$ cat config.mk
export PLATFORM = sky130hd
export DESIGN_NAME = lifet_ram
export DESIGN_NICKNAME = d
export VERILOG_FILES = /design/src/hw/rtl/lifet_ram.sv
export SDC_FILE = /design/constraint.sdc
export NUM_CORES = 2
export LEC_CHECK = 0
export CORE_ASPECT_RATIO = 1.75
export CORE_MARGIN = 2
export CORE_UTILIZATION = 55
export CTS_BUF_LIST = sky130_fd_sc_hd__clkbuf_8
export DETAILED_ROUTE_END_ITERATION = 10
export DONT_BUFFER_PORTS = 1
export PLACE_DENSITY = 0.67
export RECOVER_POWER = 50
export SLEW_MARGIN = 25
export SYNTH_ARGS = -nofsm -noshare
export SYNTH_HDL_FRONTEND = slang
export SYNTH_SLANG_ARGS = --single-unit
$ cat constraint.sdc
create_clock -name clk -period 7.1 [get_ports clk]
set_input_delay 1.065 -clock clk [delete_from_list [all_inputs] [get_ports clk]]
set_output_delay 1.065 -clock clk [all_outputs]
set_load 0.05 [all_outputs]
$ cat src/hw/rtl/lifet_ram.sv
// generic simple dual-port ram, one write and one registered read port
// no dependencies
`default_nettype none

module lifet_ram #(
    parameter int WIDTH = 64,
    parameter int DEPTH = 64
) (
    input  wire logic                     clk,
    input  wire logic                     we,
    input  wire logic [$clog2(DEPTH)-1:0] waddr,
    input  wire logic [WIDTH-1:0]         wdata,
    input  wire logic [$clog2(DEPTH)-1:0] raddr,
    output logic      [WIDTH-1:0]         rdata
);

    logic [WIDTH-1:0] mem [DEPTH];
    logic [WIDTH-1:0] rdata_reg;

    always_ff @(posedge clk)
    begin
        if (we)
        begin
            mem[waddr] <= wdata;
        end
        rdata_reg <= mem[raddr];
    end

    assign rdata = rdata_reg;

endmodule

`default_nettype wire

==> run_summary.xml <==
<?xml version="1.0" encoding="UTF-8"?>
<metrics>
  <group name="power">
    <metric name="final_total_power" unit="mW">46.47</metric>
    <metric name="static-leakage-power" unit="nW">53.87</metric>
    <metric name="power.density" unit="nW/um2">269.4</metric>
    <metric name="irDropWorstVdd" unit="V">0.0001872</metric>
  </group>
  <group name="route">
    <metric name="route.detailed.wl_per_inst" unit="um">37.66</metric>
    <metric name="drt_pre_antenna_iters" unit="">8</metric>
    <metric name="remaining_drc_errors" unit="">0</metric>
    <metric name="vias_per_cell" unit="">6.693</metric>
    <metric name="drtIter0Drc" unit="">10580</metric>
    <metric name="detail-route-antenna-nets" unit="">0</metric>
    <metric name="routed-via-count" unit="">75110</metric>
    <metric name="detail_route.wirelength" unit="um">422700</metric>
  </group>
  <group name="critical_path">
    <metric name="worstRegToRegCells" unit="">5</metric>
    <metric name="required" unit="ps">7560</metric>
    <metric name="worst-endpoint-arrival" unit="ps">6340</metric>
    <metric name="path_max_fanout" unit="">64</metric>
    <metric name="criticalPathCategory" unit="">input pin to flop</metric>
    <metric name="timing.rr.end" unit="">rdata[46]</metric>
    <metric name="crit_path_end_kind" unit="">flop</metric>
    <metric name="crit_path_start_kind" unit="">input pin</metric>
    <metric name="reg2reg_setup_slack" unit="ps">4920</metric>
    <metric name="crit_reg_reg_startpoint" unit="">mem[13][46]</metric>
  </group>
  <group name="synth">
    <metric name="post-synth-top-area-cell" unit="">edfxtp_1</metric>
    <metric name="synth_top_flop_cell" unit="">edfxtp_1</metric>
    <metric name="synth-seq-area-share" unit="%">79.49</metric>
    <metric name="postSynthCellCount" unit="">6598</metric>
    <metric name="synth_enable_flop_cells" unit="">4096</metric>
    <metric name="netlist_top_cells_area" unit="">edfxtp_1 (79%), mux4_2 (15%), mux2i_1 (0.86%)</metric>
    <metric name="async_flop_share" unit="%">0</metric>
    <metric name="avgSynthCellArea" unit="um2">23.70</metric>
    <metric name="postSynthNetCount" unit="">6676</metric>
    <metric name="postSynthRegisterBits" unit="">4160</metric>
    <metric name="synth_top_area_share" unit="%">78.67</metric>
    <metric name="synth_cell_types" unit="">33</metric>
    <metric name="ys_warn_count" unit="">0</metric>
    <metric name="netlist_area" unit="um2">156300</metric>
  </group>
  <group name="global_route">
    <metric name="maximum_number_of_pins_on_one_net_before_global_route_repair" unit="">412</metric>
    <metric name="grt-ovfl-total" unit="">0</metric>
    <metric name="grt_first_pass_wirelength" unit="um">589000</metric>
    <metric name="antenna_found_initial" unit="">9</metric>
    <metric name="via_count_of_the_first_global_routing_pass" unit="">77520</metric>
    <metric name="track_usage" unit="%">29.54</metric>
  </group>
  <group name="placement">
    <metric name="detailed_place.area" unit="um2">161900</metric>
    <metric name="place.detailed.instances" unit="">10190</metric>
    <metric name="port_buffers" unit="">0</metric>
    <metric name="place_hpwl" unit="um">226000</metric>
    <metric name="finalWeightedCongestion" unit="">0.7896</metric>
  </group>
  <group name="timing">
    <metric name="worst_clock_skew" unit="ps">83.56</metric>
    <metric name="slew-limit-headroom" unit="%">-302.2</metric>
    <metric name="rsz0062_at_grt" unit="">no</metric>
    <metric name="finalMaxSlewViolations" unit="">194</metric>
    <metric name="post-route-min-period" unit="ps">5880</metric>
    <metric name="tightestPinTransition" unit="ps">6033</metric>
    <metric name="maxClockFrequency" unit="MHz">170.1</metric>
    <metric name="fin_tns_setup" unit="ps">0</metric>
    <metric name="endpoints_failing_setup" unit="">0</metric>
    <metric name="hold_viol" unit="">0</metric>
    <metric name="post_route_fraction_of_the_period_consumed_by_the_critical_path" unit="%">82.82</metric>
  </group>
  <group name="clocking">
    <metric name="clkTransAtPathRegs" unit="ps">70</metric>
    <metric name="postCtsHoldBufs" unit="">6</metric>
    <metric name="cts_tree" unit="">yes</metric>
    <metric name="clkLatencyLatePin" unit="ps">1060</metric>
    <metric name="root_buffer" unit="">clkbuf_8</metric>
    <metric name="post_cts.repair.setup_buffers" unit="">0</metric>
    <metric name="ctsResizeCount" unit="">0</metric>
    <metric name="clkSinkCount" unit="">4160</metric>
    <metric name="cts_made_buffers" unit="">574</metric>
    <metric name="clock_tree.buffer_depth" unit="">4</metric>
    <metric name="h-tree-depth" unit="">6</metric>
  </group>
  <group name="floorplanning">
    <metric name="initial_core_util" unit="%">55.14</metric>
    <metric name="ios" unit="">142</metric>
    <metric name="placement_rows" unit="">259</metric>
    <metric name="dieHeight" unit="um">709.3</metric>
    <metric name="die_area" unit="um2">288700</metric>
    <metric name="die_x" unit="um">407.0</metric>
    <metric name="core_area" unit="um2">283600</metric>
  </group>
  <group name="hold_path">
    <metric name="min-delay-start" unit="">wdata[47]</metric>
    <metric name="hold-path-endpoint" unit="">mem[28][47]</metric>
    <metric name="hold_path_depth" unit="">0</metric>
    <metric name="hold_path_class" unit="">input pin to flop</metric>
  </group>
  <group name="finish">
    <metric name="final_nets" unit="">7065</metric>
    <metric name="area_delta_synth_final" unit="%">10.31</metric>
    <metric name="largest_register_ffs" unit="">4096</metric>
    <metric name="fillers" unit="">19300</metric>
    <metric name="drive_gt1_share" unit="%">26.93</metric>
    <metric name="post-route-cell-area" unit="um2">172500</metric>
    <metric name="finished_layout_cells" unit="">11220</metric>
    <metric name="final_standard_cell_utilization_of_the_core" unit="%">60.82</metric>
  </group>
  <group name="status">
    <metric name="failed_checks" unit="">max-capacitance violations, max-slew violations</metric>
    <metric name="outcome" unit="">complete, but fails checks</metric>
  </group>
  <group name="job">
    <metric name="timing.max_cap.violations" unit="">9</metric>
  </group>
</metrics>
-- cells by family after synthesis --
group / after synthesis / synth area share [%]
multiplexers: 1159 / 15.61
buffers and inverters: 389 / 1.180
AO/OA/AOI/OAI: 504 / 2.477
AND/OR/NAND/NOR: 386 / 1.240
flip-flops: 4160 / 79.49
-- layout make-up --
| class | instances | area (um2) | share of cell area [%] |
|---|---|---|---|
| flip-flops and latches | 4160 | 124300 | 72.06 |
| well taps | 3784 | 4735 | 2.745 |
| clock inverters | 409 | 2049 | 1.188 |
| multi-input cells | 2049 | 30720 | 17.81 |
| clock buffers | 611 | 8409 | 4.876 |
| inverters | 19 | 71.32 | 0.04135 |
| repair buffers | 183 | 2178 | 1.263 |
| diodes | 8 | 20.02 | 0.01161 |
-- per-layer routing --
layer / vias to the layer above / routed length, um / track usage [%]
met1: 40620 / 144400 / 36.71
met3: 949 / 39140 / 6.083
met4: 4 / 17620 / 11.51
met2: 4260 / 221500 / 51.03
li1: 29280 / - / -
met5: - / 36 / 0
-- power by group --
group          total, mW  switching (mW)  internal [mW]
Sequential          27.5           0.350           27.2
Clock               17.2            8.82           8.38
Combinational       1.74           0.952          0.791
-- cells in the final DEF, fill, tap and decap left out, drive strengths merged, types with 3 or more instances in the layout --
master,netlist,final
a211oi,63,63
a22o,88,88
a22oi,168,168
a2bb2oi,19,19
a31oi,18,18
a41oi,26,26
and2,3,3
and3,64,64
buf,230,172
bufinv,0,11
clkbuf,140,615
clkinv,0,173
clkinvlp,0,14
dfxtp,64,64
diode,0,8
dlygate4sd3,0,6
edfxtp,4096,4096
inv,19,230
mux2i,135,135
mux4,1024,1024
nand2,58,58
nand2b,11,11
nand3,45,45
nor2,112,112
nor2b,28,28
o221ai,38,38
o22ai,83,83
or2,28,28
or3,29,29
-- worst max-delay path by stage --
stage / from / to / slack (ps) / cells past startpoint
4_1_cts: raddr[0] / rdata[10] / 2320 / 8
6_report: waddr[4] / mem[36][35] / 1220 / 3
2_1_floorplan: waddr[3] / mem[48][0] / 600 / 4
3_5_place_dp: raddr[0] / rdata[10] / 1260 / 8
3_3_place_gp: raddr[1] / rdata[16] / 2190 / 8
5_1_grt: waddr[4] / mem[36][36] / 1460 / 3
-- worst max-delay path, cell delays in order --
cell            delay (ps)
or3b_1                 680
nor2_4                 180
dlymetal6s2s_1        4250
-- per-stage QoR --
| step | hold WS [ps] | setup WS (ps) |
|---|---|---|
| 2_1_floorplan | 787.8 | 599.0 |
| 3_3_place_gp | 834.9 | 2186 |
| 3_5_place_dp | 845.4 | 1263 |
| 4_1_cts | 0.4869 | 2320 |
| 5_1_grt | 43.03 | 1457 |
| 6_report | 92.74 | 1220 |
-- synth_stat cells (3+ instances only) --
cell type / instances
edfxtp_1: 4096
mux4_2: 1024
buf_2: 170
a22oi_1: 168
clkbuf_1: 140
mux2i_1: 135
nor2_1: 112
a22o_1: 88
o22ai_1: 83
and3_1: 64
dfxtp_1: 64
a211oi_1: 63
nand2_1: 58
nand3_1: 45
o221ai_1: 38
buf_4: 34
or3_1: 29
nor2b_1: 28
or2_2: 28
a41oi_1: 26
buf_1: 20
a2bb2oi_1: 19
inv_1: 19
a31oi_1: 18
nand2b_1: 11
buf_6: 6
and2_1: 3
Power figures use the tool's default switching activity.
