[config.mk]
export PLATFORM = sky130hd
export DESIGN_NAME = lifet_cfg
export DESIGN_NICKNAME = d
export VERILOG_FILES = /design/src/hw/rtl/lifet_pkg.sv /design/src/hw/rtl/lifet_cfg.sv
export SDC_FILE = /design/constraint.sdc
export NUM_CORES = 1
export LEC_CHECK = 0
export BUFFER_PORTS_ARGS = -buffer_cell sky130_fd_sc_hd__buf_2
export CAP_MARGIN = 20
export CORE_ASPECT_RATIO = 0.8
export CORE_MARGIN = 3
export CORE_UTILIZATION = 26
export CTS_CLUSTER_DIAMETER = 40
export CTS_CLUSTER_SIZE = 30
export DETAILED_ROUTE_END_ITERATION = 10
export MAX_ROUTING_LAYER = met4
export PLACE_DENSITY = 0.85
export SYNTH_ARGS = -nofsm -noshare
export SYNTH_HDL_FRONTEND = slang
export SYNTH_SLANG_ARGS = --single-unit
[constraint.sdc]
create_clock -name clk -period 1 [get_ports clk]
set_clock_uncertainty 0.15 [all_clocks]
set_input_delay 0.2 -clock clk [delete_from_list [all_inputs] [get_ports clk]]
set_output_delay 0.2 -clock clk [all_outputs]
set_load 0.01 [all_outputs]
[src/hw/rtl/lifet_pkg.sv]
// shared types and constants for the toroidal life grid block
// no dependencies; used by lifet_cmd_if, lifet_cfg, lifet_row_unit, the top level and the testbench
`default_nettype none

package lifet_pkg;

    // payload field widths
    localparam int MODE_W  = 2;
    localparam int COORD_W = 6;
    localparam int LOG2_W  = 3;

    // command modes
    localparam logic [MODE_W-1:0] MODE_CLEAR = 2'd0;
    localparam logic [MODE_W-1:0] MODE_SET   = 2'd1;
    localparam logic [MODE_W-1:0] MODE_STEP  = 2'd2;
    localparam logic [MODE_W-1:0] MODE_READ  = 2'd3;

    // configuration port
    localparam int APB_ADDR_W = 3;
    localparam int APB_DATA_W = 32;
    localparam logic REG_WIDTH_LOG2  = 1'b0;
    localparam logic REG_HEIGHT_LOG2 = 1'b1;
    localparam logic [LOG2_W-1:0] LOG2_RESET = 3'd6;

    // life rule neighbor counts
    localparam logic [3:0] BIRTH_COUNT   = 4'd3;
    localparam logic [3:0] SURVIVE_COUNT = 4'd2;

    typedef struct packed {
        logic [LOG2_W-1:0] width_log2;
        logic [LOG2_W-1:0] height_log2;
    } cfg_t;

endpackage

`default_nettype wire

[src/hw/rtl/lifet_cfg.sv]
// apb-style configuration registers for the grid size
// depends on lifet_pkg for the address map and cfg_t
`default_nettype none

module lifet_cfg (
    input  wire logic                                clk,
    input  wire logic                                rst_n,
    input  wire logic                                psel,
    input  wire logic                                penable,
    input  wire logic                                pwrite,
    input  wire logic [lifet_pkg::APB_ADDR_W-1:0]    paddr,
    input  wire logic [lifet_pkg::APB_DATA_W-1:0]    pwdata,
    output logic      [lifet_pkg::APB_DATA_W-1:0]    prdata,
    output logic                                     pready,
    output lifet_pkg::cfg_t                          cfg
);

    lifet_pkg::cfg_t cfg_reg;
    lifet_pkg::cfg_t cfg_next;
    logic            wr_en;
    logic            reg_idx;

    assign wr_en   = psel && penable && pwrite;
    assign reg_idx = paddr[2];

    always_comb
    begin
        cfg_next = cfg_reg;
        if (wr_en)
        begin
            unique case (reg_idx)
                lifet_pkg::REG_WIDTH_LOG2:
                    cfg_next.width_log2 = pwdata[lifet_pkg::LOG2_W-1:0];
                lifet_pkg::REG_HEIGHT_LOG2:
                    cfg_next.height_log2 = pwdata[lifet_pkg::LOG2_W-1:0];
                default:
                    cfg_next = cfg_reg;
            endcase
        end
    end

    always_ff @(posedge clk or negedge rst_n)
    begin
        if (!rst_n)
        begin
            cfg_reg.width_log2  <= lifet_pkg::LOG2_RESET;
            cfg_reg.height_log2 <= lifet_pkg::LOG2_RESET;
        end
        else
        begin
            cfg_reg <= cfg_next;
        end
    end

    always_comb
    begin
        unique case (reg_idx)
            lifet_pkg::REG_WIDTH_LOG2:
                prdata = {{(lifet_pkg::APB_DATA_W-lifet_pkg::LOG2_W){1'b0}},
                          cfg_reg.width_log2};
            lifet_pkg::REG_HEIGHT_LOG2:
                prdata = {{(lifet_pkg::APB_DATA_W-lifet_pkg::LOG2_W){1'b0}},
                          cfg_reg.height_log2};
            default:
                prdata = '0;
        endcase
    end

    assign pready = 1'b1;
    assign cfg    = cfg_reg;

endmodule

`default_nettype wire

==> results, run 1 <==
- The horizontal extent of the die is 56.27 µm.
- The multiplexer share of the synthesized area is 19.29%.
- The compound-gate portion of the synthesized area is 0%.
- The run finished, with violations left.
- The count of different cell masters after synthesis is 7.
- The initial core utilization is ~30%.
- Synthesis produced 49 cells.
- The combined area of all synthesized cells is 525.5 µm².
- The capturing point of the worst reg2reg path is cfg[3]$_DFFE_PN0P_.
- TritonCTS created 3 clock buffers.
- The tightest hold path in the finished design has a slack of 0.05016 ns.
- The simple-gate share of the synthesized area is 6.905%.
- The placed instances occupy a cell area of 544.3 µm².
- The tightest min-delay check is of the in -> reg type.
- The arrival time reported for the critical path endpoint is 1.03 ns.
- The number of antenna violations at the first check in global routing was 0.
- Dividing the detail-routed via count by the number of cells gives 3.448.
- The xor-xnor portion of the synthesized cell area is 0%.
- The number of design rule violations left after detail routing is 0.
- The area fraction of the dominant cell type after synthesis is 42.86%.
- Static timing analysis puts the maximum clock frequency at 726.1 MHz.
- The TritonCTS clock tree is built.
- The detailed-route wire length is about 960 µm.
- The repair_antennas step left the layout with diodes totalling 0.
- In this run the remaining antenna-violating nets after routing total 0.
- The mean instance size in the synthesized netlist is 10.72 µm².
- The path depth of the worst reg2reg path is 3.
- The number of iterations in the first detailed-routing pass is 2.
- In the final layout, the share of cells above drive strength 1 is 54.05%.
- The overall die area is 0.002600 mm².
- The cell sitting at the root of the clock tree is a clkbuf_4.
- The flop-to-flop setup slack is -0.15 ns.
- Counting flops with a built-in enable in the synthesized netlist gives 0.
- The total overflow reported by the global router is 0.
- The number of placed instances, taps included, is 88.
- Ranked by instance count, the synthesized netlist is headed by 30 x buf_4, 9 x mux2_2, 4 x dfstp_2, 2 x conb_1, 2 x dfrtp_1.
- The final critical path takes up 137.7% of the cycle.
- The count of standard-cell rows is 13.
- The area growth from synthesis to layout is 27.62%.
- The tool flagged a number of max-cap violations equal to 0.
- The fraction of registers with async set or reset after synthesis is 100.0%.
- The average detailed-routed wire length per instance is 10.00 µm.
- The critical register-to-register path startpoint is cfg[3]$_DFFE_PN0P_.
- Sequential cells were found to cover 29.52% of the synthesized design area.
- The checks that failed: negative setup slack.
- The post-layout instance count excluding filler cells is 96.
- During synthesis, Yosys emitted a total of 0 warnings.
- At the later pin of the worst-skew pair, clock insertion delay measures 0.24 ns.
- The core region is 0.001757 mm².
- The finished cells cover 670.6 µm².
- The HPWL after detailed placement is 773.7 µm.
- In this run the static leakage power is about 0.00037 µW.
- Of all cell types, the one taking the most synthesized area is buf_4.
- The pin count of the biggest net entering global routing is 7.
- The largest fanout on the critical path is 2.
- The shortest clock period the worst path allows after layout is 1.377 ns.
- The number of vias in the routed layout is ~330.
- The hold-critical path endpoint is cfg[0]$_DFFE_PN0P_.
- In this run the tool buffered the top-level ports with 17 buffer cells.
- The completed layout was analyzed and its total power is 1132 µW.
- After the first detailed-routing iteration, the DRC count stood at 1.
- The level count of the clock H-tree is 1.
- The flip-flop count of the largest register after layout is 6.
- The count of state elements after synthesis is 6.
- The clock net sink count is 6.
- The largest family of logic cells by synthesized area is buffers and inverters.
- After synthesis, the cell types taking the most area are buf_4 43%, dfstp_2 20%, mux2_2 19%.
- The adder and majority gate portion of the synthesized area is 0%.
- The CTS clock-pin slew for the worst setup and hold paths is roughly 0.050 ns.
- The kind of launch point of the worst setup path is a flip-flop.
- The buffer levels on the longest clock path is 2.
- The number of setup violations in the final report is 11.
- The largest voltage drop on the vdd net is just over 0.5 mV.
- The count of cells along the worst hold path is 2.
- The total count of max-transition violations in the final report is 0.
- The dominant synthesized flop cell is dfstp_2.
- The endpoint type of the worst setup path is a primary output.
- Dividing total power by cell area gives a power density of 1688 mW/mm².
- Routability-driven placement finished with a final weighted congestion of 0.6578.
- The die height is 46.21 µm.
- The count of nets after finishing is 115.
- The setup slack of the critical path after layout is -0.3771 ns.
- The total routing usage reported by global routing is 7.509%.
- Yosys instantiated no cell more often than buf_4.
- Pin placement for this block handled 79 I/O pins.
- The number of global-route vias before repair came to 328.
- Setup repair after global routing could not meet its margin everywhere.
- The critical setup path kind is reg -> out.
- The wire length of the first global-routing pass is 1.366 mm.
- The filler cells instantiated in the layout total around 180.
- The origin of the worst min-delay path is pwdata[0].
- For the worst setup path, the data required time is 0.65 ns.
- The final count of hold timing violations is 0.
-- report_power, final --
group          switching (µW)  internal, µW
combinational             211           318
sequential               40.6           325
clock                    86.9           151
-- how the worst max path moves through the flow --
stage / endpoint / startpoint / depth (start not counted)
final: prdata[0] / cfg[3]$_DFFE_PN0P_ / 2
after global routing: prdata[0] / cfg[3]$_DFFE_PN0P_ / 2
after CTS: prdata[0] / cfg[3]$_DFFE_PN0P_ / 2
after detailed placement: cfg[3]$_DFFE_PN0P_ / paddr[2] / 3
after global placement: prdata[2] / paddr[2] / 3
after floorplan: prdata[1] / cfg[4]$_DFFE_PN1P_ / 1
-- kinds of logic after synthesis --
group,after synthesis
other,2
AND/OR/NAND/NOR,2
buffers and inverters,30
multiplexers,9
flip-flops,6
-- layout by cell type (no fill, tap or decap), drive strengths merged --
| cell type | instances |
|---|---|
| dfstp | 4 |
| nand4b | 1 |
| conb | 30 |
| buf | 22 |
| clkbuf | 4 |
| nand4 | 1 |
| dfrtp | 2 |
| mux2 | 9 |
| dlygate4sd3 | 1 |
-- critical path, stage by stage (launching register included) --
cell and delay (ns):
dfrtp_1 0.38, mux2_4 0.28, buf_6 0.12
-- metal layers --
metal	part of all wire, %	global-route usage, %
met3	7.9	1.681
met2	66	16.32
met1	24	4.659
met4	1.9	7.583
met5	0	-
-- metrics by stage --
step | utilization [%] | TNS [ns] | worst slack (ns)
after floorplan | - | -0.1343 | -0.04804
after global placement | 30.98 | -1.176 | -0.1696
after detailed placement | 30.98 | -1.217 | -0.1779
after CTS | 35.83 | -2.666 | -0.3674
after global routing | 38.18 | -3.290 | -0.4114
final | 38.18 | -2.924 | -0.3771
-- what timing repair did --
item | CTS | global route
hold buffers | 1 | 0
gates resized for setup | 7 | 5
setup buffers | 1 | 2
setup endpoints to repair | 10 | 11
pin swaps | 0 | 0
endpoints found under the hold margin | 6 | 0
-- layout make-up --
type	instances	area [µm²]	share of cell area (%)
Sequential cell	6	155.1	23.13
Timing Repair Buffer	23	200.2	29.85
Tap cell	22	27.53	4.104
Clock buffer	4	26.28	3.918
Multi-Input combinational cell	41	261.5	38.99
Power figures use the tool's default switching activity.
==> run 2, diff against run 1 <==
Settings changed: REMOVE_ABC_BUFFERS set to 1, TNS_END_PERCENT set to 5.
==> results, run 2 (same netlist as run 1, synthesis figures left out) <==
- The TritonCTS clock tree is built (unchanged).
- The initial core utilization came to 29.91% (unchanged).
- The area growth from synthesis to final layout came to 25.48% (was 27.62%).
- The antenna diode count is 0 (unchanged).
- The port buffer count is 17 (unchanged).
- The worst hold-check slack is 0.06274 ns (was 0.05016 ns).
- The detailed-route wire length is 1.188 mm (was 960 µm).
- The number of design-rule violations left by the first detailed-router iteration is 2 (was 1).
- The level count of the clock H-tree is 1 (unchanged).
- Setup repair after global routing missed its margin: yes (unchanged).
- The number of antenna violations at the first check in global routing is 0 (unchanged).
- The path depth of the worst reg2reg path is 2 (was 3).
- The count of cells along the worst hold path is 2 (unchanged).
- The data required time of the worst path was 0.65 ns (about the same).
- The die height was 46.21 µm (unchanged).
- The number of global-route vias before repair is 329 (was 328).
- The wire length of the first global-routing pass is 1.711 mm (was 1.366 mm).
- The clock root buffer is clkbuf_4 (unchanged).
- The shortest clock period the worst path allows after layout is 1.388 ns (was 1.377 ns).
- The clock net sink count is 6 (unchanged).
- The total power consumption of the routed design came to 1137 µW (was 1132 µW).
- The pin count of the biggest net entering global routing is 7 (unchanged).
- Commonest cells after routing, fill and taps aside: 30 x conb_1, 11 x buf_6, 8 x buf_2 (was 30 x conb_1, 12 x buf_6, 8 x buf_2).
- The number of I/O pins came to 79 (unchanged).
- The number of iterations in the first detailed-routing pass came to 4 (was 2).
- The post-layout utilization of the core came to 37.54% (was 38.18%).
- The horizontal extent of the die is 56.27 µm (unchanged).
- The placer congestion estimate is 0.6780 (was 0.6578).
- The final count of hold timing violations is 0 (unchanged).
- The total count of max-transition violations in the final report was 0 (unchanged).
- The post-route clock period utilization came to 138.8% (was 137.7%).
- The total overflow reported by the global router is 0 (unchanged).
- The TritonCTS buffer count came to 3 (unchanged).
- The largest fanout on the critical path came to 2 (unchanged).
- The clock insertion delay at the later pin of the skew report was 0.24 ns (about the same).
- The count of nets after finishing is 114 (was 115).
- The critical setup path kind is reg -> out (unchanged).
- The layout cell share with drive strength beyond 1 is 53.42% (was 54.05%).
- The kind of launch point of the worst setup path is a flip-flop (unchanged).
- The worst slack at placement is -0.1979 ns (was -0.1779 ns).
- The summed area of non-filler cells in the final layout is 659.4 µm² (was 670.6 µm²).
- The leading cell type in the layout, fill and taps excluded is conb_1 (unchanged).
- The buffer levels on the longest clock path came to 2 (unchanged).
- The flip-flop count of the largest register after layout was 6 (unchanged).
- The setup slack of the critical path after layout is -0.3880 ns (was -0.3771 ns).
- The number of vias per cell is 3.547 (was 3.448).
- The total routing usage reported by global routing is 10.02% (was 7.509%).
- The number of setup violations in the final report came to 11 (unchanged).
- The average detailed-routed wire length per instance was 12.51 µm (was 10.00 µm).
- The class of the most critical hold timing path is in -> reg (unchanged).
- The number of vias in the routed layout came to 337 (was 331).
- The HPWL after detailed placement is 899.9 µm (was 773.7 µm).
- The count of standard-cell rows came to 13 (unchanged).
- The number of design rule violations left after detail routing was 0 (unchanged).
- Run status: finished, violations left (unchanged).
- The ratio of total power to cell area is 1724 mW/mm² (was 1688 mW/mm²).
- The arrival time reported for the critical path endpoint is 1.04 ns (was 1.03 ns).
- The post-detailed-route count of antenna-violating nets is 0 (unchanged).
- The leakage component of the power was 0.0003633 µW (was 0.0003684 µW).
- Violated checks: negative setup slack (unchanged).
- The core region area is 0.001757 mm² (unchanged).
- The count of max-cap constraint violations is 0 (unchanged).
- The CTS clock-pin slew for the worst setup and hold paths is 0.05 ns (about the same).
- The endpoint type of the worst setup path is a primary output (unchanged).
- The post-place instance area was 540.5 µm² (was 544.3 µm²).
- The overall die area is 0.002600 mm² (unchanged).
- The maximum clock rate is 720.4 MHz (was 726.1 MHz).
- The largest voltage drop on the vdd net was 0.7616 mV (was 0.5183 mV).
-- run 2: changes by cell type in the layout (fill, tap and decap cells not counted), sizes merged --
cell	delta
buf	-1
-- run 2: worst max-delay path: stages, from the launching register on --
cell	delay, ns
dfrtp_1	0.38
mux2_2	0.29
buf_6	0.13
-- run 2: area by class of cell --
class,instances,area (µm²)
Timing Repair Buffer,22,188.9
Fill cell,174,1097
Multi-Input combinational cell,41,261.5
Tap cell,22,27.53
Clock buffer,4,26.28
Sequential cell,6,155.1
-- run 2: repair_timing --
item	4_1_cts	5_1_grt
pin swaps	0	0
hold buffers	1	0
buffers inserted	1	0
endpoints found under the hold margin	6	0
setup endpoints to repair	10	12
resized for setup	11	3
-- run 2: layer usage --
metal  global-route usage (%)  vias up  wire length [µm]
met4                    7.583        0                42
met1                    7.167      156               333
li1                         -      147                 -
met5                        -        -                 0
met3                    2.241        4               109
met2                    21.68       30               702
-- run 2: final timing paths --
check,slack [ns],from,end
worst min-delay path,0.06,pwdata[0],cfg[0]$_DFFE_PN0P_
max in group asynchronous,0.31,rst_n,cfg[4]$_DFFE_PN1P_
min in group asynchronous,0.16,rst_n,cfg[3]$_DFFE_PN0P_
worst max register to register,-0.06,cfg[3]$_DFFE_PN0P_,cfg[3]$_DFFE_PN0P_
worst max-delay path,-0.39,cfg[3]$_DFFE_PN0P_,prdata[0]
worst min register to register,0.48,cfg[0]$_DFFE_PN0P_,cfg[0]$_DFFE_PN0P_
-- run 2: metrics by stage --
stage / TNS, ns / cells
global route: -3.162 / 95
finish: -2.813 / 95
global placement: -1.066 / 89
floorplan: -0.1688 / 47
detailed placement: -1.254 / 89
CTS: -2.889 / 95
-- run 2: report_power, final --
part	internal (µW)	leakage [µW]	switching, µW
combinational	302	0.000282	225
clock	151	0.0000150	92.5
sequential	324	0.0000660	41.1
