==> src/hw/rtl/lifet_pkg.sv <==
// shared types and constants for the toroidal life grid block
// no dependencies; used by lifet_cmd_if, lifet_cfg, lifet_row_unit, the top level and the testbench
`default_nettype none

package lifet_pkg;

    // payload field widths
    localparam int MODE_W  = 2;
    localparam int COORD_W = 6;
    localparam int LOG2_W  = 3;

    // command modes
    localparam logic [MODE_W-1:0] MODE_CLEAR = 2'd0;
    localparam logic [MODE_W-1:0] MODE_SET   = 2'd1;
    localparam logic [MODE_W-1:0] MODE_STEP  = 2'd2;
    localparam logic [MODE_W-1:0] MODE_READ  = 2'd3;

    // configuration port
    localparam int APB_ADDR_W = 3;
    localparam int APB_DATA_W = 32;
    localparam logic REG_WIDTH_LOG2  = 1'b0;
    localparam logic REG_HEIGHT_LOG2 = 1'b1;
    localparam logic [LOG2_W-1:0] LOG2_RESET = 3'd6;

    // life rule neighbor counts
    localparam logic [3:0] BIRTH_COUNT   = 4'd3;
    localparam logic [3:0] SURVIVE_COUNT = 4'd2;

    typedef struct packed {
        logic [LOG2_W-1:0] width_log2;
        logic [LOG2_W-1:0] height_log2;
    } cfg_t;

endpackage

`default_nettype wire

==> src/hw/rtl/lifet_row_unit.sv <==
// next-generation unit for one full row, all columns in parallel
// depends on lifet_pkg for the rule counts
`default_nettype none

module lifet_row_unit #(
    parameter int MAX_WIDTH_LOG2 = 6
) (
    input  wire logic [(1<<MAX_WIDTH_LOG2)-1:0] up_row,
    input  wire logic [(1<<MAX_WIDTH_LOG2)-1:0] cur_row,
    input  wire logic [(1<<MAX_WIDTH_LOG2)-1:0] dn_row,
    input  wire logic [MAX_WIDTH_LOG2-1:0]      wmask,
    output logic      [(1<<MAX_WIDTH_LOG2)-1:0] next_row
);

    localparam int NCOL = 1 << MAX_WIDTH_LOG2;

    genvar c;
    generate
        for (c = 0; c < NCOL; c++)
        begin : g_col
            logic       up_l, up_r, cur_l, cur_r, dn_l, dn_r;
            logic [3:0] cnt;
            logic       in_area;

            // columns wrap at the active width
            if (c == 0)
            begin : g_first
                assign up_l  = up_row[wmask];
                assign cur_l = cur_row[wmask];
                assign dn_l  = dn_row[wmask];
            end
            else
            begin : g_mid_l
                assign up_l  = up_row[c-1];
                assign cur_l = cur_row[c-1];
                assign dn_l  = dn_row[c-1];
            end

            if (c == NCOL-1)
            begin : g_last
                assign up_r  = up_row[0];
                assign cur_r = cur_row[0];
                assign dn_r  = dn_row[0];
            end
            else
            begin : g_mid_r
                logic is_edge;
                assign is_edge = (MAX_WIDTH_LOG2'(c) == wmask);
                assign up_r  = is_edge ? up_row[0]  : up_row[c+1];
                assign cur_r = is_edge ? cur_row[0] : cur_row[c+1];
                assign dn_r  = is_edge ? dn_row[0]  : dn_row[c+1];
            end

            assign cnt = 4'(up_l) + 4'(up_row[c]) + 4'(up_r)
                       + 4'(cur_l) + 4'(cur_r)
                       + 4'(dn_l) + 4'(dn_row[c]) + 4'(dn_r);

            assign in_area = (MAX_WIDTH_LOG2'(c) <= wmask);

            assign next_row[c] = in_area &&
                ((cnt == lifet_pkg::BIRTH_COUNT) ||
                 ((cnt == lifet_pkg::SURVIVE_COUNT) && cur_row[c]));
        end
    endgenerate

endmodule

`default_nettype wire

==> config.mk <==
export PLATFORM = sky130hd
export DESIGN_NAME = lifet_row_unit
export DESIGN_NICKNAME = d
export VERILOG_FILES = /design/src/hw/rtl/lifet_pkg.sv /design/src/hw/rtl/lifet_row_unit.sv
export SDC_FILE = /design/constraint.sdc
export NUM_CORES = 1
export LEC_CHECK = 0
export ABC_CLOCK_PERIOD_IN_PS = 7100
export BUFFER_PORTS_ARGS = -buffer_cell sky130_fd_sc_hd__clkbuf_2
export CAP_MARGIN = 30
export CELL_PAD_IN_SITES_DETAIL_PLACEMENT = 2
export CELL_PAD_IN_SITES_GLOBAL_PLACEMENT = 2
export CORE_UTILIZATION = 38
export DETAILED_ROUTE_END_ITERATION = 10
export GPL_TIMING_DRIVEN = 0
export PLACE_DENSITY = 0.95
export SLEW_MARGIN = 20
export SYNTH_ARGS = -nofsm -noshare
export SYNTH_HDL_FRONTEND = slang
export SYNTH_SLANG_ARGS = --single-unit
==> constraint.sdc <==
create_clock -name vclk -period 7.1
set_input_delay 1.42 -clock vclk [all_inputs]
set_output_delay 1.42 -clock vclk [all_outputs]
set_load 0.005 [all_outputs]
==> results of run 1 <==
-- worst max-delay path: stages --
cell	delay (ns)
clkbuf_2	0.17
clkbuf_1	0.33
clkbuf_1	0.91
mux2i_1	0.48
fa_1	0.67
inv_1	0.08
fa_1	0.56
ha_1	0.23
fa_1	0.27
nand3_1	0.37
o21a_1	0.26
nor3_1	0.37
clkbuf_2	0.21
-- final cells by class --
class | instances | area [sq um] | area share, %
Antenna cell | 3 | 7.51 | 0.0429
Buffer | 58 | 460 | 2.63
Inverter | 203 | 762 | 4.36
Multi-Input combinational cell | 1202 | 13900 | 79.8
Tap cell | 511 | 639 | 3.66
Timing Repair Buffer | 304 | 1670 | 9.55
-- Yosys cell counts (all sizes together), types with 11 or more instances --
| cell | n |
|---|---|
| fa | 256 |
| nand3 | 69 |
| buf | 26 |
| a22oi | 23 |
| ha | 192 |
| nand2 | 66 |
| or2 | 13 |
| o211ai | 11 |
| mux2 | 51 |
| a21oi | 89 |
| o2111a | 13 |
| o21ai | 67 |
| inv | 203 |
| clkbuf | 34 |
| o21a | 28 |
| mux2i | 124 |
| nor2 | 42 |
| mux4 | 48 |
| nor3 | 31 |
-- power by group through the flow --
stage / combinational, mW / clock [mW] / sequential [mW]
final: 2.94 / 0.0000000363 / 0
after global routing: 3.02 / 0 / 0
after CTS: 2.36 / 0 / 0
after detailed placement: 2.31 / 0 / 0
after global placement: 1.92 / 0 / 0
after floorplan: 1.38 / 0 / 0
-- metal layers --
metal	routed length [um]	up-vias
li1	-	5817
met1	31600	8169
met2	42200	1928
met3	14600	906
met4	12400	12
met5	163	-
-- stage by stage --
step / power (mW) / cell area, sq um / setup slack (ns) / TNS (ns) / util, %
after floorplan: 1.38 / 14500 / 0.628 / 0 / -
after global placement: 1.92 / 16500 / -0.636 / -7.45 / 43.7
after detailed placement: 2.31 / 16500 / -1.08 / -10.56 / 43.9
after CTS: 2.36 / 16800 / 0.00113 / 0 / 44.7
after global routing: 3.02 / 17500 / -0.587 / -6.40 / 46.4
final: 2.94 / 17500 / -0.666 / -6.81 / 46.4
-- worst paths after layout --
kind        start      endpoint  slack, ns  depth (start not counted)
max     up_row[0]  next_row[31]      -0.67                         13
min   cur_row[22]  next_row[22]       3.31                          4
-- what timing repair did --
| action | 4_1_cts | 5_1_grt |
|---|---|---|
| cloned | 0 | 1 |
| setup buffers | 13 | 23 |
| endpoints found under the setup margin | 42 | 39 |
| pin swaps | 7 | 20 |
| gates resized for setup | 60 | 117 |
-- cells by family (layout without fill, tap and decap cells) --
kind of cell / after synthesis / after routing / share of synthesized area [%]
AO/OA/AOI/OAI: 259 / 259 / 11.2
adder cells (fa/ha/maj): 448 / 448 / 51.8
buffers and inverters: 263 / 565 / 7.30
multiplexers: 223 / 223 / 19.9
other: 0 / 3 / 0
AND/OR/NAND/NOR: 272 / 272 / 9.70
==> flow_metrics.env, run 1 <==
export IMPL_busiest_layer="met2"
export IMPL_syn2layout_area_growth_pct=20.4
export IMPL_ys_seq_area_share_pct=0
export IMPL_period_needed_ns=7.77
export IMPL_finalNonFillerCells=2281
export IMPL_drive_gt1_share_pct=30.2
export IMPL_p_int_mw=1.12
export IMPL_hold_viol=0
export IMPL_power_switching_mw=1.82
export IMPL_regArea_sq_um=0
export IMPL_min_path_type="primary input to primary output"
export IMPL_nClkBuffers=0
export IMPL_seqPwrFrac_pct=0
export IMPL_post_dp_hpwl_um=63600
export IMPL_p_per_area_nw_per_um2=168
export IMPL_postRouteAntennaNets=0
export IMPL_fp_dieH_um=198
export IMPL_grt_use_met1_pct=47.8
export IMPL_wl_um=101000
export IMPL_finalSetupViolCount=29
export IMPL_grt_start_max_net_pins=11
export IMPL_antenna_found_initial=8
export IMPL_use_met2_pct=69.3
export IMPL_combPwrFrac_pct=100.0
export IMPL_syn_inst=1465
export IMPL_worst_setup_path_end_kind="primary output"
export IMPL_grt_pass1_wl_um=122000
export IMPL_vdd_ir_drop_max_mv=0.0607
export IMPL_avgSynthCellArea_sq_um=9.91
export IMPL_cp_required_ns=5.68
export IMPL_fp_dieW_um=198
export IMPL_fill_cells=3989
export IMPL_gp_congestion=0.987
export IMPL_io_buffer_count=262
export IMPL_grt_pass1_vias=18100
export IMPL_worst_pin_slew_ns=1.31
export IMPL_cp_max_fo=10
export IMPL_post_drt_wl_per_cell_um=44.3
export IMPL_switching_share_pct=61.9
export IMPL_drt_iter0_markers=2103
export IMPL_track_usage_pct=43.2
export IMPL_synth_top_cells_by_area="fa_1 35%, ha_1 17%, mux2i_1 8.5%, mux4_2 7.4%, inv_1 5.2%"
export IMPL_drv_slew=0
export IMPL_syn_nets=2111
export IMPL_netlist_area_sq_um=14500
export IMPL_yosysTopAreaCellShare_pct=35.3
export IMPL_clockPowerShare_pct=0
export IMPL_row_count=71
export IMPL_final_common_cell="clkbuf_2"
export IMPL_violations="negative setup slack"
export IMPL_yosysWarnings=0
export IMPL_timing_final_ws_setup_ns=-0.666
export IMPL_start_kind="primary input"
export IMPL_finalCritPeriodShare_pct=109
export IMPL_grtUsageMet3_pct=11.8
export IMPL_dr_total_vias=16800
export IMPL_viasPerCell=7.38
export IMPL_die_area_sq_um=39000
export IMPL_critPathArrivalTime_ns=6.35
export IMPL_dp_cells=2241
export IMPL_initial_core_util_pct=38.6
export IMPL_nets=2415
export IMPL_grt_setup_unrepaired="yes"
export IMPL_grt_overflow_total=0
export IMPL_dr_pass1_iters=8
export IMPL_ctsHoldBuffers=0
export IMPL_drcViolationCount=0
export IMPL_holdWs_ns=3.31
export IMPL_layout_common_cells="273 x clkbuf_2, 254 x fa_1, 202 x inv_1, 192 x ha_1, 111 x mux2i_1"
export IMPL_cellLeakagePower_nw=8.39
export IMPL_fmax_ghz=0.129
export IMPL_yosysTopAreaCell="fa_1"
export IMPL_path_class="primary input to primary output"
export IMPL_ios=262
export IMPL_seq_cell_count=0
export IMPL_drv_cap=0
export IMPL_status="complete, but fails checks"
export IMPL_max_slew_margin_pct=11.6
export IMPL_coreArea_sq_um=37700
export IMPL_synth_distinct_cells=52
Power figures use the tool's default switching activity.
==> inputs of run 2 (changes only) <==
==> constraint.sdc (replaced) <==
create_clock -name vclk -period 7.1
set_input_delay 0.355 -clock vclk [all_inputs]
set_output_delay 0.355 -clock vclk [all_outputs]
set_load 0.005 [all_outputs]
==> run 2 against run 1 <==
  * The run now ends clean
  * Non-clock buffer count shrank 36
  * Maximum frequency rose by 24%
  * Count of clock-buffer cells in the layout stayed put
  * Global-route usage shrank 4.9 points
  * Worst setup slack improved by 1.5 ns
  * Largest power group unchanged
==> flow_metrics.env, run 2 (synthesis gave the netlist of run 1 again) <==
export IMPL_ctsHoldBuffers=0
export IMPL_crit_family="simple AND/OR/NAND/NOR gates"
export IMPL_post_dp_hpwl_um=63600
export IMPL_grt_overflow_total=0
export IMPL_final_common_cell="clkbuf_2"
export IMPL_die_area_sq_um=39000
export IMPL_drv_cap=0
export IMPL_post_drt_wl_per_cell_um=32.8
export IMPL_wl_um=73500
export IMPL_worst_pin_slew_ns=1.08
export IMPL_critPathArrivalTime_ns=5.90
export IMPL_regArea_sq_um=0
export IMPL_syn2layout_area_growth_pct=14.0
export IMPL_track_usage_pct=38.2
export IMPL_grt_setup_unrepaired="no"
export IMPL_tns_ns=0
export IMPL_min_path_type="primary input to primary output"
export IMPL_hp_start="cur_row[6]"
export IMPL_whs_endpoint="next_row[6]"
export IMPL_dr_pass1_iters=7
export IMPL_gp_congestion=0.987
export IMPL_dr_total_vias=14700
export IMPL_timing_final_ws_setup_ns=0.842
export IMPL_drcViolationCount=0
export IMPL_drt_iter0_markers=1227
export IMPL_drive_gt1_share_pct=23.7
export IMPL_grt_pass1_vias=17200
export IMPL_hold_depth=3
export IMPL_pre_cts_slack_ns=1.05
export IMPL_cts_resized=0
export IMPL_cp_required_ns=6.74
export IMPL_fp_dieW_um=198
export IMPL_path_class="primary input to primary output"
export IMPL_period_needed_ns=6.26
export IMPL_antenna_found_initial=2
export IMPL_layout_common_cells="262 x clkbuf_2, 256 x fa_1, 203 x inv_1, 192 x ha_1, 124 x mux2i_1"
export IMPL_fmax_ghz=0.160
export IMPL_grt_pass1_wl_um=109000
export IMPL_max_slew_margin_pct=27.9
export IMPL_p_per_area_nw_per_um2=143
export IMPL_row_count=71
export IMPL_hold_viol=0
export IMPL_drv_slew=0
export IMPL_nClkBuffers=0
export IMPL_worst_setup_path_end_kind="primary output"
export IMPL_finalSetupViolCount=0
export IMPL_post_route_util_pct=44.0
export IMPL_cp_max_fo=10
export IMPL_crit_buf_inv=5
export IMPL_vdd_ir_drop_max_mv=0.0568
export IMPL_viasPerCell=6.55
export IMPL_path_common_cell="fa_1"
export IMPL_status="completed"
export IMPL_initial_core_util_pct=38.6
export IMPL_cts_setup_buffers=0
export IMPL_grt_start_max_net_pins=11
export IMPL_fill_cells=4142
export IMPL_cellLeakagePower_nw=8.02
export IMPL_cp_slowest_cell="nor3_2"
export IMPL_seq_cell_count=0
export IMPL_finalCritPeriodShare_pct=88.1
export IMPL_fp_dieH_um=198
export IMPL_critical_path_max_stage_delay_ns=0.77
export IMPL_nets=2379
export IMPL_io_buffer_count=262
export IMPL_coreArea_sq_um=37700
export IMPL_ios=262
export IMPL_postRouteAntennaNets=0
export IMPL_path_cells="clkbuf_2 -> buf_4 -> buf_2 -> nand2_1 -> nor3_2 -> nand2_1 -> mux2i_1 -> fa_1 -> inv_1 -> fa_1 -> ha_1 -> fa_1 -> or2_2 -> a221oi_1 -> clkbuf_2"
export IMPL_start_kind="primary input"
==> run 2: cell count changes in the layout (fill, tap and decap cells not counted), sizes merged <==
cell / delta
clkbuf: -1
diode: -1
buf: -35
==> run 2: how the worst max path moves through the flow <==
stage / from / to / slack (ns) / depth (start not counted)
global placement: wmask[0] / next_row[18] / 1.49 / 15
finish: wmask[1] / next_row[38] / 0.84 / 15
global route: wmask[1] / next_row[38] / 0.85 / 15
floorplan: wmask[1] / next_row[0] / 2.76 / 14
CTS: wmask[1] / next_row[38] / 1.03 / 15
detailed placement: wmask[1] / next_row[38] / 1.05 / 15
==> run 2: per-stage QoR <==
stage / instance area (sq um) / power [mW] / hold WS [ns] / instances
after global routing: 16600 / 2.58 / 1.19 / 2244
final: 16600 / 2.36 / 1.17 / 2244
after global placement: 16500 / 1.92 / 1.15 / 2238
after floorplan: 14500 / 1.38 / 0.874 / 1465
after detailed placement: 16500 / 2.31 / 1.16 / 2241
after CTS: 16500 / 2.34 / 1.17 / 2241
==> run 2: cell type report <==
cell class | instances | area (sq um) | share of cell area [%]
multi-input cells | 1202 | 13500 | 81.5
repair buffers | 266 | 1360 | 8.24
inverters | 203 | 762 | 4.60
well taps | 511 | 639 | 3.86
plain buffers | 60 | 299 | 1.81
diodes | 2 | 5.00 | 0.0302
==> run 2: power breakdown <==
| group | internal, mW | switching, mW | total [mW] |
|---|---|---|---|
| Sequential | 0 | 0 | 0 |
| Combinational | 0.984 | 1.38 | 2.36 |
| Clock | 0.00000000999 | 0 | 0.0000000100 |
==> run 2: per-layer routing <==
metal  part of all wire, %  up-vias  wire length [um]  GRT usage (%)
li1                      -     5737                 -              -
met2                    48      999             35500           64.6
met4                   8.1        0              5960           27.1
met3                   9.0      365              6610           7.38
met1                    35     7594             25500           43.3
met5                     0        -                 0              0
==> run 2: tightest hold or removal path: cells and delay by family <==
| kind | cells | cell delay (ns) |
|---|---|---|
| buffers and inverters | 2 | 0.25 |
| AOI/OAI and AO/OA | 1 | 0.21 |
==> inputs of run 3 (changes only) <==
--- a/config.mk
+++ b/config.mk
@@ -5,15 +5,16 @@
 export SDC_FILE = /design/constraint.sdc
 export NUM_CORES = 1
 export LEC_CHECK = 0
+export ABC_AREA = 1
 export ABC_CLOCK_PERIOD_IN_PS = 7100
 export BUFFER_PORTS_ARGS = -buffer_cell sky130_fd_sc_hd__clkbuf_2
 export CAP_MARGIN = 30
 export CELL_PAD_IN_SITES_DETAIL_PLACEMENT = 2
 export CELL_PAD_IN_SITES_GLOBAL_PLACEMENT = 2
-export CORE_UTILIZATION = 38
+export CORE_UTILIZATION = 33
 export DETAILED_ROUTE_END_ITERATION = 10
 export GPL_TIMING_DRIVEN = 0
-export PLACE_DENSITY = 0.95
+export PLACE_DENSITY_LB_ADDON = 0.1
 export SLEW_MARGIN = 20
 export SYNTH_ARGS = -nofsm -noshare
 export SYNTH_HDL_FRONTEND = slang
==> run 3 against run 2 <==
  * Cell count rose by 33%
  * Combinational power down 8%
  * Synthesized cell count increased by 45%
  * Sequential share of layout area unchanged
  * Worst setup slack gained 0.71 ns
  * First-iteration DRC count down 29%
  * Global-route usage shrank 6.0 points
  * Synthesized area rose by 3.0%
  * Routed wire length is 1.4% higher
  * Critical endpoint is now next_row[0]
==> flow_metrics.env, run 3 <==
export IMPL_status="completed"
export IMPL_initial_core_util_pct=33.6
export IMPL_seqPwrFrac_pct=0
export IMPL_die_area_sq_um=46200
export IMPL_cp_slowest_cell="clkbuf_1"
export IMPL_ios=262
export IMPL_synth_most_common_cell="nand2_1"
export IMPL_worst_pin_slew_ns=1.03
export IMPL_yosysWarnings=0
export IMPL_finalNonFillerCells=2977
export IMPL_grt_start_max_net_pins=11
export IMPL_yosysTopAreaCellShare_pct=34.3
export IMPL_row_count=77
export IMPL_grt_setup_unrepaired="no"
export IMPL_critical_path_max_stage_delay_ns=0.72
export IMPL_finalSetupViolCount=0
export IMPL_viasPerCell=5.55
export IMPL_tns_ns=0
export IMPL_grt_pass1_vias=18400
export IMPL_fill_cells=5478
export IMPL_fmax_ghz=0.180
export IMPL_worst_setup_path_end_kind="primary output"
export IMPL_dr_pass1_iters=6
export IMPL_finalCritPeriodShare_pct=78.2
export IMPL_drcViolationCount=0
export IMPL_syn_nets=2764
export IMPL_grt_pass1_wl_um=112000
export IMPL_cp_required_ns=6.74
export IMPL_synth_top_cells_by_area="fa_1 34%, ha_1 16%, nand2_1 15%, inv_1 8.6%, o21ai_0 6.0%"
export IMPL_layout_common_cells="586 x nand2_1, 343 x inv_1, 265 x clkbuf_2, 256 x fa_1, 197 x nor2_1"
export IMPL_nClkBuffers=0
export IMPL_post_drt_wl_per_cell_um=25.0
export IMPL_fp_dieH_um=215
export IMPL_synth_common_cells="586 x nand2_1, 343 x inv_1, 256 x fa_1, 197 x nor2_1, 192 x ha_1"
export IMPL_critPathArrivalTime_ns=5.19
export IMPL_seq_cell_count=0
export IMPL_post_dp_hpwl_um=62500
export IMPL_coreArea_sq_um=44500
export IMPL_drv_cap=0
export IMPL_postRouteAntennaNets=0
export IMPL_min_path_type="primary input to primary output"
export IMPL_nets=3031
export IMPL_syn_inst=2118
export IMPL_regArea_sq_um=0
export IMPL_drv_slew=0
export IMPL_gp_congestion=0.903
export IMPL_yosysTopAreaCell="fa_1"
export IMPL_path_cells="clkbuf_2 -> clkbuf_2 -> inv_1 -> clkbuf_1 -> clkbuf_1 -> buf_6 -> fa_1 -> fa_1 -> fa_1 -> inv_1 -> ha_1 -> fa_1 -> nand2_1 -> a211oi_1 -> o221a_2 -> clkbuf_2"
export IMPL_final_cell_area_sq_um=17100
export IMPL_synth_distinct_cells=35
export IMPL_ys_seq_area_share_pct=0
export IMPL_final_common_cell="nand2_1"
export IMPL_io_buffer_count=258
export IMPL_combPwrFrac_pct=100.0
export IMPL_cts_setup_buffers=0
export IMPL_placed_cell_area_sq_um=17100
export IMPL_drt_iter0_markers=866
export IMPL_dp_cells=2975
export IMPL_max_slew_margin_pct=31.1
export IMPL_p_per_area_nw_per_um2=127
export IMPL_path_common_cell="fa_1"
export IMPL_dr_total_vias=16500
export IMPL_switching_share_pct=59.5
export IMPL_avgSynthCellArea_sq_um=7.06
export IMPL_drive_gt1_share_pct=13.4
export IMPL_power_switching_mw=1.29
export IMPL_netlist_area_sq_um=15000
export IMPL_antenna_found_initial=6
export IMPL_pre_cts_slack_ns=1.56
export IMPL_syn2layout_area_growth_pct=14.2
export IMPL_ctsHoldBuffers=0
export IMPL_track_usage_pct=32.2
export IMPL_start_kind="primary input"
export IMPL_period_needed_ns=5.55
export IMPL_cts_resized=0
export IMPL_wl_um=74500
export IMPL_vdd_ir_drop_max_mv=0.0451
export IMPL_p_int_mw=0.880
export IMPL_cellLeakagePower_nw=9.12
export IMPL_grt_overflow_total=0
export IMPL_timing_final_ws_setup_ns=1.55
export IMPL_clockPowerShare_pct=0
export IMPL_hold_viol=0
export IMPL_fp_dieW_um=215
export IMPL_path_class="primary input to primary output"
export IMPL_cp_max_fo=10
==> run 3: path summary, 6_finish.rpt <==
check	depth (start not counted)	to	start	slack, ns
max	16	next_row[0]	dn_row[0]	1.55
min	4	next_row[12]	cur_row[12]	1.15
==> run 3: cells by family after synthesis <==
| family | after synthesis | synth area share (%) |
|---|---|---|
| adders and majority gates | 448 | 50.3 |
| and+or+nand+nor | 886 | 23.3 |
| AOI/OAI and AO/OA | 345 | 13.8 |
| muxes | 28 | 1.87 |
| buffers and inverters | 411 | 10.6 |
==> run 3: critical path, delay by kind of cell <==
kind,cells,cell delay (ns)
and+or+nand+nor,1,0.08
AOI/OAI and AO/OA,2,0.33
buffers and inverters,8,2.27
adders and majority gates,5,2.15
==> run 3: layer usage <==
metal,vias to the layer above,GRT usage (%),wire (um)
met3,126,2.24,3690
met5,-,0,31
li1,7333,-,-
met1,8528,42.4,32200
met2,522,56.1,36100
met4,6,9.64,2480
==> run 3: cell type report <==
| cell class | count | area [sq um] | area share [%] |
|---|---|---|---|
| buffer | 61 | 287 | 1.68 |
| antenna | 2 | 5.00 | 0.0293 |
| inverter | 350 | 1310 | 7.69 |
| multi-input combinational | 1707 | 13400 | 78.2 |
| tap | 592 | 741 | 4.33 |
| timing repair buffer | 265 | 1370 | 8.04 |
==> run 3: metrics by stage <==
| step | utilization [%] | total power, mW | hold slack, ns |
|---|---|---|---|
| finish | 38.4 | 2.17 | 1.15 |
| CTS | 38.4 | 2.19 | 1.15 |
| global placement | 38.2 | 1.98 | 1.14 |
| floorplan | - | 1.38 | 0.864 |
| detailed placement | 38.4 | 2.18 | 1.15 |
| global route | 38.4 | 2.48 | 1.17 |
==> run 3: power groups by stage <==
stage | clock (mW) | combinational [mW] | sequential (mW)
2_1_floorplan | 0 | 1.38 | 0
3_3_place_gp | 0 | 1.98 | 0
5_1_grt | 0.0000000188 | 2.48 | 0
4_1_cts | 0 | 2.19 | 0
3_5_place_dp | 0 | 2.18 | 0
6_report | 0.0000000380 | 2.17 | 0
